--- config.mk ---
export PLATFORM = sky130hd
export DESIGN_NAME = obstacle_avoid_navigation_fsm_top
export DESIGN_NICKNAME = d
export VERILOG_FILES = /design/src/hw/rtl/oanav_pkg.sv /design/src/hw/rtl/oanav_front.sv /design/src/hw/rtl/oanav_queue.sv /design/src/hw/rtl/oanav_back.sv /design/src/hw/rtl/obstacle_avoid_navigation_fsm_top.sv
export SDC_FILE = /design/constraint.sdc
export NUM_CORES = 1
export LEC_CHECK = 0
export BUFFER_PORTS_ARGS = -buffer_cell sky130_fd_sc_hd__buf_2
export CORE_UTILIZATION = 40
export CTS_BUF_LIST = sky130_fd_sc_hd__clkbuf_16
export CTS_CLUSTER_DIAMETER = 150
export CTS_CLUSTER_SIZE = 8
export DETAILED_ROUTE_END_ITERATION = 8
export PLACE_DENSITY = 0.69
export SLEW_MARGIN = 10
export SYNTH_ARGS = -nofsm -noshare
export SYNTH_HDL_FRONTEND = slang
export SYNTH_SLANG_ARGS = --single-unit
--- constraint.sdc ---
create_clock -name clk -period 6.2 [get_ports clk]
set_input_delay 0 -clock clk [delete_from_list [all_inputs] [get_ports clk]]
set_output_delay 0 -clock clk [all_outputs]
set_load 0.01 [all_outputs]
--- src/hw/rtl/oanav_pkg.sv ---
// Shared types and constants for the obstacle-avoid navigation sequencer.
`default_nettype none
package oanav_pkg;

    localparam int SENSOR_COUNT = 5;
    localparam int QUEUE_DEPTH  = 2;

    localparam logic [15:0] START_DELAY_RESET = 16'd1000;
    localparam logic [15:0] TURN_TIME_RESET   = 16'd500;
    localparam logic [15:0] REVERSE_TIME_RESET = 16'd500;
    localparam logic [2:0]  REVERSE_MIN_RESET = 3'd4;

    localparam logic signed [7:0] SPEED_FAST      = 8'sd80;
    localparam logic signed [7:0] SPEED_FAST_BACK = -8'sd80;
    localparam logic signed [7:0] SPEED_SLOW_BACK = -8'sd75;
    localparam logic signed [7:0] SPEED_STOP      = 8'sd0;

    localparam logic [1:0] CFG_START_DELAY  = 2'd0;
    localparam logic [1:0] CFG_TURN_TIME    = 2'd1;
    localparam logic [1:0] CFG_REVERSE_TIME = 2'd2;
    localparam logic [1:0] CFG_REVERSE_MIN  = 2'd3;

    typedef enum logic [1:0] {
        CLS_NONE  = 2'd0,
        CLS_FRONT = 2'd1,
        CLS_LEFT  = 2'd2,
        CLS_RIGHT = 2'd3
    } obstacle_class_t;

    typedef enum logic [3:0] {
        ST_WAIT       = 4'd0,
        ST_WAITING    = 4'd1,
        ST_FWD        = 4'd2,
        ST_FWDING     = 4'd3,
        ST_ARC_L      = 4'd4,
        ST_ARC_L_RUN  = 4'd5,
        ST_ARC_R      = 4'd6,
        ST_ARC_R_RUN  = 4'd7,
        ST_SPIN_L     = 4'd8,
        ST_SPIN_L_RUN = 4'd9,
        ST_SPIN_R     = 4'd10,
        ST_SPIN_R_RUN = 4'd11,
        ST_BACK       = 4'd12,
        ST_BACK_RUN   = 4'd13
    } nav_state_t;

    typedef struct packed {
        obstacle_class_t obstacle_class;
        logic [2:0]      active_count;
        logic [31:0]     now_ms;
        logic            restart;
    } nav_item_t;

endpackage
`default_nettype wire

--- src/hw/rtl/oanav_front.sv ---
// Front stage: accepts updates, classifies the sensor mask and registers the result.
`default_nettype none
module oanav_front (
    input  wire logic                    clk,
    input  wire logic                    rst_n,
    input  wire logic                    in_valid,
    output logic                         in_ready,
    input  wire logic [4:0]              ir_mask,
    input  wire logic [31:0]             now_ms,
    input  wire logic                    restart,
    output logic                         item_valid,
    input  wire logic                    item_ready,
    output oanav_pkg::nav_item_t         item
);

    function automatic logic [2:0] count_ones(input logic [4:0] m);
        logic [2:0] n;
        n = 3'd0;
        for (int i = 0; i < oanav_pkg::SENSOR_COUNT; i++)
        begin
            n = n + {2'b00, m[i]};
        end
        return n;
    endfunction

    function automatic oanav_pkg::obstacle_class_t classify(input logic [4:0] m);
        logic [1:0] lc;
        logic [1:0] rc;
        oanav_pkg::obstacle_class_t c;
        lc = {1'b0, m[4]} + {1'b0, m[3]};
        rc = {1'b0, m[1]} + {1'b0, m[0]};
        unique case (m) inside
            5'b00000:
                c = oanav_pkg::CLS_NONE;
            5'b00100, 5'b01100, 5'b00110, 5'b01110, 5'b11100, 5'b00111, 5'b11111:
                c = oanav_pkg::CLS_FRONT;
            5'b10000, 5'b01000, 5'b11000, 5'b10001, 5'b01010:
                c = oanav_pkg::CLS_LEFT;
            5'b00001, 5'b00010, 5'b00011:
                c = oanav_pkg::CLS_RIGHT;
            default:
            begin
                if (m[2])
                    c = oanav_pkg::CLS_FRONT;
                else if (lc > rc)
                    c = oanav_pkg::CLS_LEFT;
                else if (rc > lc)
                    c = oanav_pkg::CLS_RIGHT;
                else if (m[4])
                    c = oanav_pkg::CLS_LEFT;
                else
                    c = oanav_pkg::CLS_RIGHT;
            end
        endcase
        return c;
    endfunction

    logic                 valid_reg;
    oanav_pkg::nav_item_t item_reg;
    logic                 accept;

    assign in_ready = !valid_reg || item_ready;
    assign accept   = in_valid && in_ready;

    always_ff @(posedge clk or negedge rst_n)
    begin
        if (!rst_n)
            valid_reg <= 1'b0;
        else if (in_ready)
            valid_reg <= in_valid;
    end

    always_ff @(posedge clk)
    begin
        if (accept)
        begin
            item_reg.obstacle_class <= classify(ir_mask);
            item_reg.active_count   <= count_ones(ir_mask);
            item_reg.now_ms         <= now_ms;
            item_reg.restart        <= restart;
        end
    end

    assign item_valid = valid_reg;
    assign item       = item_reg;

endmodule
`default_nettype wire

--- src/hw/rtl/oanav_queue.sv ---
// Short FIFO between the classifying front stage and the sequencer.
`default_nettype none
module oanav_queue #(
    parameter int DEPTH = oanav_pkg::QUEUE_DEPTH
) (
    input  wire logic                    clk,
    input  wire logic                    rst_n,
    input  wire logic                    push_valid,
    output logic                         push_ready,
    input  wire oanav_pkg::nav_item_t    push_item,
    output logic                         pop_valid,
    input  wire logic                    pop_ready,
    output oanav_pkg::nav_item_t         pop_item
);

    localparam int PTR_W = (DEPTH > 1) ? $clog2(DEPTH) : 1;
    localparam int CNT_W = $clog2(DEPTH + 1);

    oanav_pkg::nav_item_t mem [DEPTH];
    logic [PTR_W-1:0] wr_ptr_reg;
    logic [PTR_W-1:0] rd_ptr_reg;
    logic [CNT_W-1:0] count_reg;
    logic push;
    logic pop;

    assign push_ready = (count_reg != CNT_W'(DEPTH));
    assign pop_valid  = (count_reg != '0);
    assign push       = push_valid && push_ready;
    assign pop        = pop_valid && pop_ready;
    assign pop_item   = mem[rd_ptr_reg];

    always_ff @(posedge clk)
    begin
        if (push)
            mem[wr_ptr_reg] <= push_item;
    end

    always_ff @(posedge clk or negedge rst_n)
    begin
        if (!rst_n)
        begin
            wr_ptr_reg <= '0;
            rd_ptr_reg <= '0;
            count_reg  <= '0;
        end
        else
        begin
            if (push)
                wr_ptr_reg <= (wr_ptr_reg == PTR_W'(DEPTH - 1)) ? '0 : wr_ptr_reg + 1'b1;
            if (pop)
                rd_ptr_reg <= (rd_ptr_reg == PTR_W'(DEPTH - 1)) ? '0 : rd_ptr_reg + 1'b1;
            if (push && !pop)
                count_reg <= count_reg + 1'b1;
            else if (pop && !push)
                count_reg <= count_reg - 1'b1;
        end
    end

endmodule
`default_nettype wire

--- src/hw/rtl/oanav_back.sv ---
// Back stage: navigation state machine, timing registers and output register.
`default_nettype none
module oanav_back (
    input  wire logic                    clk,
    input  wire logic                    rst_n,
    input  wire logic                    cfg_valid,
    input  wire logic [1:0]              cfg_index,
    input  wire logic [15:0]             cfg_data,
    input  wire logic                    item_valid,
    output logic                         item_ready,
    input  wire oanav_pkg::nav_item_t    item,
    output logic                         out_valid,
    input  wire logic                    out_ready,
    output logic [3:0]                   nav_state,
    output logic [1:0]                   obstacle_class,
    output logic                         drive_update,
    output logic signed [7:0]            left_wheel_pct,
    output logic signed [7:0]            right_wheel_pct,
    output logic                         motor_init
);

    logic [15:0] start_delay_reg;
    logic [15:0] turn_time_reg;
    logic [15:0] reverse_time_reg;
    logic [2:0]  reverse_min_reg;

    oanav_pkg::nav_state_t state_reg;
    oanav_pkg::nav_state_t state_next;
    oanav_pkg::nav_state_t state_cur;
    logic [31:0] phase_start_reg;
    logic [31:0] elapsed;
    logic        take;
    logic        load_phase;
    logic        drive;
    logic        init;
    logic signed [7:0] ls;
    logic signed [7:0] rs;

    logic              out_valid_reg;
    logic [3:0]        nav_state_reg;
    logic [1:0]        class_reg;
    logic              drive_reg;
    logic signed [7:0] left_reg;
    logic signed [7:0] right_reg;
    logic              init_reg;

    assign item_ready = !out_valid_reg || out_ready;
    assign take       = item_valid && item_ready;

    always_ff @(posedge clk or negedge rst_n)
    begin
        if (!rst_n)
        begin
            start_delay_reg  <= oanav_pkg::START_DELAY_RESET;
            turn_time_reg    <= oanav_pkg::TURN_TIME_RESET;
            reverse_time_reg <= oanav_pkg::REVERSE_TIME_RESET;
            reverse_min_reg  <= oanav_pkg::REVERSE_MIN_RESET;
        end
        else if (cfg_valid)
        begin
            unique case (cfg_index)
                oanav_pkg::CFG_START_DELAY:  start_delay_reg  <= cfg_data;
                oanav_pkg::CFG_TURN_TIME:    turn_time_reg    <= cfg_data;
                oanav_pkg::CFG_REVERSE_TIME: reverse_time_reg <= cfg_data;
                oanav_pkg::CFG_REVERSE_MIN:  reverse_min_reg  <= cfg_data[2:0];
                default: ;
            endcase
        end
    end

    assign state_cur = item.restart ? oanav_pkg::ST_WAIT : state_reg;
    assign elapsed   = item.now_ms - phase_start_reg;

    always_comb
    begin
        state_next = state_cur;
        load_phase = 1'b0;
        drive      = 1'b0;
        init       = 1'b0;
        ls         = oanav_pkg::SPEED_STOP;
        rs         = oanav_pkg::SPEED_STOP;
        unique case (state_cur)
            oanav_pkg::ST_WAIT:
            begin
                load_phase = 1'b1;
                init       = 1'b1;
                state_next = oanav_pkg::ST_WAITING;
            end
            oanav_pkg::ST_WAITING:
            begin
                if (elapsed > {16'b0, start_delay_reg})
                    state_next = oanav_pkg::ST_FWD;
            end
            oanav_pkg::ST_FWD:
            begin
                drive      = 1'b1;
                ls         = oanav_pkg::SPEED_FAST;
                rs         = oanav_pkg::SPEED_FAST;
                load_phase = 1'b1;
                state_next = oanav_pkg::ST_FWDING;
            end
            oanav_pkg::ST_FWDING:
            begin
                case (item.obstacle_class)
                    oanav_pkg::CLS_FRONT:
                        state_next = (item.active_count >= reverse_min_reg) ?
                                     oanav_pkg::ST_BACK : oanav_pkg::ST_SPIN_L;
                    oanav_pkg::CLS_LEFT:
                        state_next = oanav_pkg::ST_ARC_R;
                    oanav_pkg::CLS_RIGHT:
                        state_next = oanav_pkg::ST_ARC_L;
                    default:
                    begin
                        drive = 1'b1;
                        ls    = oanav_pkg::SPEED_FAST;
                        rs    = oanav_pkg::SPEED_FAST;
                    end
                endcase
            end
            oanav_pkg::ST_ARC_L:
            begin
                drive      = 1'b1;
                ls         = oanav_pkg::SPEED_SLOW_BACK;
                rs         = oanav_pkg::SPEED_FAST;
                load_phase = 1'b1;
                state_next = oanav_pkg::ST_ARC_L_RUN;
            end
            oanav_pkg::ST_ARC_R:
            begin
                drive      = 1'b1;
                ls         = oanav_pkg::SPEED_FAST;
                rs         = oanav_pkg::SPEED_SLOW_BACK;
                load_phase = 1'b1;
                state_next = oanav_pkg::ST_ARC_R_RUN;
            end
            oanav_pkg::ST_SPIN_L:
            begin
                drive      = 1'b1;
                ls         = oanav_pkg::SPEED_FAST_BACK;
                rs         = oanav_pkg::SPEED_FAST;
                load_phase = 1'b1;
                state_next = oanav_pkg::ST_SPIN_L_RUN;
            end
            oanav_pkg::ST_SPIN_R:
            begin
                drive      = 1'b1;
                ls         = oanav_pkg::SPEED_FAST;
                rs         = oanav_pkg::SPEED_FAST_BACK;
                load_phase = 1'b1;
                state_next = oanav_pkg::ST_SPIN_R_RUN;
            end
            oanav_pkg::ST_ARC_L_RUN, oanav_pkg::ST_ARC_R_RUN,
            oanav_pkg::ST_SPIN_L_RUN, oanav_pkg::ST_SPIN_R_RUN:
            begin
                if (elapsed > {16'b0, turn_time_reg})
                    state_next = oanav_pkg::ST_FWD;
            end
            oanav_pkg::ST_BACK:
            begin
                drive      = 1'b1;
                ls         = oanav_pkg::SPEED_FAST_BACK;
                rs         = oanav_pkg::SPEED_FAST_BACK;
                load_phase = 1'b1;
                state_next = oanav_pkg::ST_BACK_RUN;
            end
            oanav_pkg::ST_BACK_RUN:
            begin
                if (elapsed > {16'b0, reverse_time_reg})
                    state_next = oanav_pkg::ST_SPIN_L;
            end
            default:
            begin
                // unused codes: stop and restart
                drive      = 1'b1;
                state_next = oanav_pkg::ST_WAIT;
            end
        endcase
    end

    always_ff @(posedge clk or negedge rst_n)
    begin
        if (!rst_n)
        begin
            state_reg       <= oanav_pkg::ST_WAIT;
            phase_start_reg <= '0;
        end
        else if (take)
        begin
            state_reg <= state_next;
            if (load_phase)
                phase_start_reg <= item.now_ms;
        end
    end

    always_ff @(posedge clk or negedge rst_n)
    begin
        if (!rst_n)
            out_valid_reg <= 1'b0;
        else if (item_ready)
            out_valid_reg <= item_valid;
    end

    always_ff @(posedge clk)
    begin
        if (take)
        begin
            nav_state_reg <= state_next;
            class_reg     <= item.obstacle_class;
            drive_reg     <= drive;
            left_reg      <= ls;
            right_reg     <= rs;
            init_reg      <= init;
        end
    end

    assign out_valid       = out_valid_reg;
    assign nav_state       = nav_state_reg;
    assign obstacle_class  = class_reg;
    assign drive_update    = drive_reg;
    assign left_wheel_pct  = left_reg;
    assign right_wheel_pct = right_reg;
    assign motor_init      = init_reg;

    a_take_shows_result: assert property (@(posedge clk) disable iff (!rst_n)
        take |=> out_valid_reg)
        else $error("taken transaction did not reach the output register");

    a_idle_speeds_zero: assert property (@(posedge clk) disable iff (!rst_n)
        (out_valid_reg && !drive_reg) |-> (left_reg == 8'sd0 && right_reg == 8'sd0))
        else $error("speeds nonzero without drive update");

    a_init_enters_waiting: assert property (@(posedge clk) disable iff (!rst_n)
        (out_valid_reg && init_reg) |-> (nav_state_reg == oanav_pkg::ST_WAITING))
        else $error("motor init without entering waiting state");

    a_phase_on_drive_entry: assert property (@(posedge clk) disable iff (!rst_n)
        (take && load_phase) |=> (phase_start_reg == $past(item.now_ms)))
        else $error("phase start not captured");

endmodule
`default_nettype wire

--- src/hw/rtl/obstacle_avoid_navigation_fsm_top.sv ---
// Top level of the obstacle-avoid navigation sequencer.
//
// Input channel (in_valid/in_ready) carries one navigation update per
// transaction: ir_mask, now_ms and restart. Output channel
// (out_valid/out_ready) returns exactly one result per update: nav_state,
// obstacle_class, drive_update, left_wheel_pct, right_wheel_pct and motor_init.
// Configuration channel (cfg_valid/cfg_ready, cfg_index, cfg_data) writes
// the four timing/threshold registers; cfg_ready is always high. Write it
// only while no update is in flight.
// A result passes through the front classify register, then the queue and
// then the sequencer output register. Throughput: one update per cycle while
// the receiver does not stall, as the sequencer makes one state transition
// per update.
// Reset puts the sequencer in the wait state, clears the phase timer and
// loads the register defaults. When the receiver stalls, the output
// register holds and the queue and front register absorb up to
// QUEUE_DEPTH + 1 further updates before in_ready drops.
`default_nettype none
module obstacle_avoid_navigation_fsm_top #(
    parameter int QUEUE_DEPTH = oanav_pkg::QUEUE_DEPTH
) (
    input  wire logic               clk,
    input  wire logic               rst_n,
    input  wire logic               cfg_valid,
    output logic                    cfg_ready,
    input  wire logic [1:0]         cfg_index,
    input  wire logic [15:0]        cfg_data,
    input  wire logic               in_valid,
    output logic                    in_ready,
    input  wire logic [4:0]         ir_mask,
    input  wire logic [31:0]        now_ms,
    input  wire logic               restart,
    output logic                    out_valid,
    input  wire logic               out_ready,
    output logic [3:0]              nav_state,
    output logic [1:0]              obstacle_class,
    output logic                    drive_update,
    output logic signed [7:0]       left_wheel_pct,
    output logic signed [7:0]       right_wheel_pct,
    output logic                    motor_init
);

    logic                 f_valid;
    logic                 f_ready;
    oanav_pkg::nav_item_t f_item;
    logic                 q_valid;
    logic                 q_ready;
    oanav_pkg::nav_item_t q_item;

    assign cfg_ready = 1'b1;

    oanav_front u_front (
        .clk         (clk),
        .rst_n       (rst_n),
        .in_valid    (in_valid),
        .in_ready    (in_ready),
        .ir_mask     (ir_mask),
        .now_ms      (now_ms),
        .restart     (restart),
        .item_valid  (f_valid),
        .item_ready  (f_ready),
        .item        (f_item)
    );

    oanav_queue #(
        .DEPTH (QUEUE_DEPTH)
    ) u_queue (
        .clk        (clk),
        .rst_n      (rst_n),
        .push_valid (f_valid),
        .push_ready (f_ready),
        .push_item  (f_item),
        .pop_valid  (q_valid),
        .pop_ready  (q_ready),
        .pop_item   (q_item)
    );

    oanav_back u_back (
        .clk             (clk),
        .rst_n           (rst_n),
        .cfg_valid       (cfg_valid),
        .cfg_index       (cfg_index),
        .cfg_data        (cfg_data),
        .item_valid      (q_valid),
        .item_ready      (q_ready),
        .item            (q_item),
        .out_valid       (out_valid),
        .out_ready       (out_ready),
        .nav_state       (nav_state),
        .obstacle_class  (obstacle_class),
        .drive_update    (drive_update),
        .left_wheel_pct  (left_wheel_pct),
        .right_wheel_pct (right_wheel_pct),
        .motor_init      (motor_init)
    );

endmodule
`default_nettype wire
---- Word level (Yosys, flattened, before mapping) ----
Memories as Yosys holds them, arrays and structs flattened.
Index checks and enable logic that the tools add are counted.
W data, S select, Z words.
operators by class
  magnitude comparators ................... 6
  shifts and indexed selects .............. 0
  reductions and logical operators ........ 32
  $mul .................................... 0
  add/sub/neg operators ................... 11
  div/mod/pow operators ................... 0
  equality and inequality tests ........... 35
  bitwise logic cells ..................... 0
  muxes and demuxes ....................... 25
operators by type and width
  cell                  count
  $gt A32 B16 Y1        3
  $pmux W8 S4           2
  $pmux W4 S11          1
  $sub A32 B32 Y32      1
  $eq A5 B5 Y1 const B  5
  $eq A4 B4 Y1 const B  6
  $reduce_or A7 Y1      3
  $eq A5 B4 Y1 const B  4
  $eq A4 B3 Y1 const B  4
  $mux W4               4
  $eq A5 B3 Y1 const B  3
  $pmux W4 S3           1
  $reduce_or A3 Y1      4
  $eq A5 B2 Y1 const B  2
  $mux W2               5
  $reduce_and A2 Y1     5
  $add A3 B1 Y3         3
  $eq A2 B2 Y1 const B  4
  $eq A4 B2 Y1 const B  2
  $mux W1               8
  $pmux W2 S4           1
  $mux W7               1
  $add A1 B1 Y2         3
  $eq A5 B1 Y1 const B  1
  other kinds (20)      33
storage, ports and cells
  bits in writable memories ............... 76
  bits of input ports ..................... 61
  output and inout bits ................... 27
  memory bits (read-only) ................. 0
  word-level logic and storage cells ...... 131
  latch bits .............................. 0
  memories ................................ 1
  bits in registers ....................... 155
memories
  name         depth  width  rd ports  clocked after memory_dff  write ports  line               source
  u_queue.mem  2      38     1         0                         1            oanav_queue.sv:19  oanav_pkg::nav_item_t mem [DEPTH];

---- Depth between registers and ports, before layout ----
  depth after elaboration ................. 6
  depth in mapped cells ................... 24
  mapped depth without buffers ............ 20

---- Modules after synthesis ----
Synthesis repeated with hierarchy kept, for this count alone.
unflattened totals
  cells, all modules ...................... 1,007
  area, all modules ....................... 11,944.0 um^2
by module, submodules not included
  module                             area each (um^2)  cells each  sequential area each (um^2)  times used
  oanav_back                         7,539.7           801         2,706.3                      1
  oanav_queue                        2,982.9           136         2,382.3                      1
  oanav_front                        1,410.1           68          1,166.1                      1
  obstacle_avoid_navigation_fsm_top  11.3              2           0.0                          1

---- Worst setup path before layout ----
No wires, ideal clock.
  path kind ............................... flip-flop to flip-flop
  start ................................... register u_queue.rd_ptr_reg
  end ..................................... register u_back.nav_state_reg[0], in the netlist u_back.nav_state[0] (data pin)
  data arrival time ....................... 4.801 ns
  cell stages (with the launch flop) ...... 24
  path buffers ............................ 4
  data required time ...................... 5.937 ns
  slack ................................... 1.136 ns
  library setup time ...................... 0.263 ns
  period minus slack after synthesis ...... 5.064 ns
  cell sequence ........................... dfrtp_1 -> clkbuf_1 -> clkbuf_1 -> buf_1 -> mux2i_1 -> inv_1 -> ha_1 -> nor2b_2 -> o2111ai_1 -> a211oi_2 -> or2_1 -> clkbuf_1 -> nand2_1 -> nand2_1 -> a31oi_1 -> xnor2_1 -> ha_1 -> and3_1 -> nand4_1 -> a311o_1 -> a41oi_1 -> nor2_1 -> a211oi_1 -> o31ai_2
RTL lines
  item                    line               source
  from (decl)             oanav_queue.sv:21  logic [PTR_W-1:0] rd_ptr_reg;
  from (signal assigned)  oanav_queue.sv:51  rd_ptr_reg <= (rd_ptr_reg == PTR_W'(DEPTH - 1)) ? '0 : rd_ptr_reg + 1'b1;
  to (signal assigned)    oanav_back.sv:207  nav_state_reg <= state_next;
  to (decl)               oanav_back.sv:40   logic [3:0] nav_state_reg;

---- Worst setup path after layout ----
  start ................................... register u_queue.rd_ptr_reg
  end ..................................... register u_back.nav_state_reg[1], in the netlist u_back.nav_state[1] (data pin)
on the way
  cells in the longest elaborated chain, start to end .. 5
  elaborated cells between the ends (all ways) .. 29
  classes of those cells .................. add/sub: 1; order compare: 3; eq/ne: 16; mux: 6; reduce/logical: 2; memory: 1
ends and longest elaborated chain
  item                                                line                                source
  $mem_v2 Z2 W38 (*)                                  --
  $sub A32 B32 Y32 / $mux W4 (equally long branches)  oanav_back.sv:72, oanav_back.sv:71
  $gt A32 B16 Y1, or another cell as far along        oanav_back.sv:168                   if (elapsed > {16'b0, reverse_time_reg})
  $mux W4, or another cell as far along               oanav_back.sv:168
  $pmux W4 S11 (*)                                    oanav_back.sv:82                    unique case (state_cur)
  named net u_back.state_next[1]                      oanav_back.sv:28                    oanav_pkg::nav_state_t state_next;
The timed path passes the listed nets; every way through them passes the cells marked *.
A chain may end at the register's enable or synchronous reset.

==> results by group <==
STA
  – Final setup violation count: 0
  – Final slew viol count: 0
  – Setup TNS: 0 ps
  – RSZ-0062 raised after global routing: no
  – Final period utilization: 87.5%
  – Fmax achieved: 184 MHz
  – Worst slew margin: 27.2%
  – Clk_skew: 29.2 ps
  – Worst-margin pin slew: 1090 ps
  – Min cycle time layout: 5430 ps
  – Final Hold Viols: 0

Yosys
  – Syn_area_per_cell: 11.7 um^2
  – Post-synthesis mux area share: 10.1%
  – Register area share after synthesis: 51.8%
  – Synth Area in Simple Gates: 9.08%
  – Synthesized area: 12100 um^2
  – Synth Area in Compound Gates: 11.8%
  – Top FF cell, synth: edfxtp_1
  – Synth Warn #: 0
  – Cell taking the most area after synthesis: edfxtp_1
  – Largest cells by area after synthesis: edfxtp_1, dfrtp_1, ha_1
  – Cells after Synth: 1037
  – Synth Area in XOR/XNOR: 1.88%
  – #FFs+latches synth: 223
  – Post-synth ARST share: 41.7%
  – Synth top area share: 32.3%
  – Netlist cell types: 76
  – Post-synth EDFFs: 130
  – Largest family of logic cells by synthesized area: compound AO/OA/AOI/OAI gates
  – Adder-cell share of the synthesized area: 10.1%

Critical path
  – Setup crit end kind: register
  – R2r worst-path depth: 19
  – Crit-path max FO: 20
  – Crit Path Class: reg -> reg
  – CP arrival: 5720 ps
  – Startpoint types: register
  – Req. time, crit path: 6500 ps

Clock network
  – CTS resizes: 0
  – # clock sinks: 223
  – CTS tree: done
  – Root Driver: clkbuf_16
  – Clock latency on the worst-skew pair: 570 ps
  – Clock buffer depth: 3
  – H-tree levels: 1
  – Clock slew at reported path FFs: 60 ps
  – TritonCTS Buffers: 31

Detailed routing
  – # DRC: 0
  – Initial DRC Count: 428
  – DRT antenna net count: 0
  – Vias: 8184
  – Via density: 5.13
  – Drt total wl: 25000 um
  – Drt pass-1 iters: 5
  – Wire length per cell: 15.7 um

Floorplan
  – Area of the core: 29700 um^2
  – Starting Density: 40.7%
  – Rows: 63
  – Chip width: 176 um
  – Die area: 30900 um^2
  – Die height: 176 um
  – Io pins: 88

GRT
  – GR Util All Layers: 16.4%
  – Pin count of the biggest net entering global routing: 53
  – Vias in the first global route: 8021
  – Grt total ovfl: 0
  – First-pass GRT wire length: 40900 um
  – Initial antenna violation count: 0

Final layout
  – Layout Nets: 1338
  – Commonest non-fill, non-tap cells in the layout: edfxtp_1, inv_1, mux2_2
  – Max FFs per register: 76
  – Most common cell after layout, fill and taps aside: edfxtp_1
  – Antenna diodes: 0
  – Ratio of cells with drive above 1 in the final layout: 21.5%
  – Area growth, synth to finish: 19.0%

Placement
  – GP Congestion: 0.886
  – Final HPWL DP: 17900 um
  – IO Port Bufs: 82

Outcome
  – Status: finished, final reports clean

Job
  – MaxCap Viol Count: 0

Hold path
  – Hold crit path type: in -> reg
  – Cells on Worst Hold Path: 4
==> per-layer routing <==
layer / GRT usage [%] / up-vias / wire length, um
met5: 0 / - / 0
met4: 5.43 / 0 / 723
met3: 3.14 / 51 / 1370
met2: 25.5 / 213 / 10700
met1: 23.0 / 3857 / 12200
li1: - / 4063 / -
==> worst paths after layout <==
path / start / end / slack (ps)
setup / recovery: u_queue.rd_ptr_reg / u_back.nav_state[1] / 770
hold / removal: cfg_index[0] / u_back.start_delay_reg[1] / 20
min in group asynchronous: rst_n / u_back.start_delay_reg[8] / 100
hold reg to reg: u_front.item[25] / u_queue.mem[1][25] / 430
setup reg to reg: u_queue.rd_ptr_reg / u_back.nav_state[1] / 770
max in group asynchronous: rst_n / u_back.phase_start_reg[25] / 5340
==> metrics by stage <==
stage	std cells	util [%]	instance area, um^2	setup WS [ps]	hold WS (ps)
6_report	1596	48.4	14400	773	24.9
5_1_grt	1596	48.4	14400	220	56.8
4_1_cts	1596	48.4	14400	767	8.27
3_5_place_dp	1472	43.1	12800	787	30.7
3_3_place_gp	1472	43.1	12800	994	21.3
2_1_floorplan	1040	-	12100	1140	-296
==> cells in the mapped netlist, types with 19 or more instances <==
library cell  count
a21o_1           23
a21oi_1          46
clkbuf_1         27
dfrtp_1          74
dfstp_2          19
edfxtp_1        130
ha_1             93
inv_1           103
mux2_2           99
nand2_1          69
nand4_1          19
nor2_1           40
o21ai_0          47
==> critical path, cell delays in order (launching register included) <==
cell	delay [ps]
dfrtp_1	920
mux2i_1	210
ha_1	280
fa_1	400
nor2b_1	220
o31ai_2	100
a31oi_1	400
nand2b_1	240
nand2_1	80
o21ai_0	190
xor2_1	290
ha_1	300
and3_1	180
nand4_1	120
a311o_1	130
a41oi_1	230
o21ai_0	280
o2111ai_1	140
nor4_1	300
o21ai_0	140
==> logic make-up after synthesis <==
family | Yosys count
xor gates and xnor gates | 26
muxes | 110
buffers and inverters | 149
and+or+nand+nor | 218
adders and majority gates | 96
other | 2
AOI/OAI and AO/OA | 213
DFF | 223
==> repair_timing <==
action	in CTS	in global routing
hold endpoints to repair	130	0
hold buffers	66	0
setup buffers	0	0
==> area by class of cell <==
cell class	instances	area (um^2)
Clock buffer	31	776
Clock inverter	27	118
Fill cell	2676	15300
Inverter	103	387
Multi-Input combinational cell	668	5230
Sequential cell	223	6250
Tap cell	390	488
Timing Repair Buffer	154	1130
Power is not shown: default switching activity piles up to over one toggle a cycle in this logic, so the estimate is an artifact.
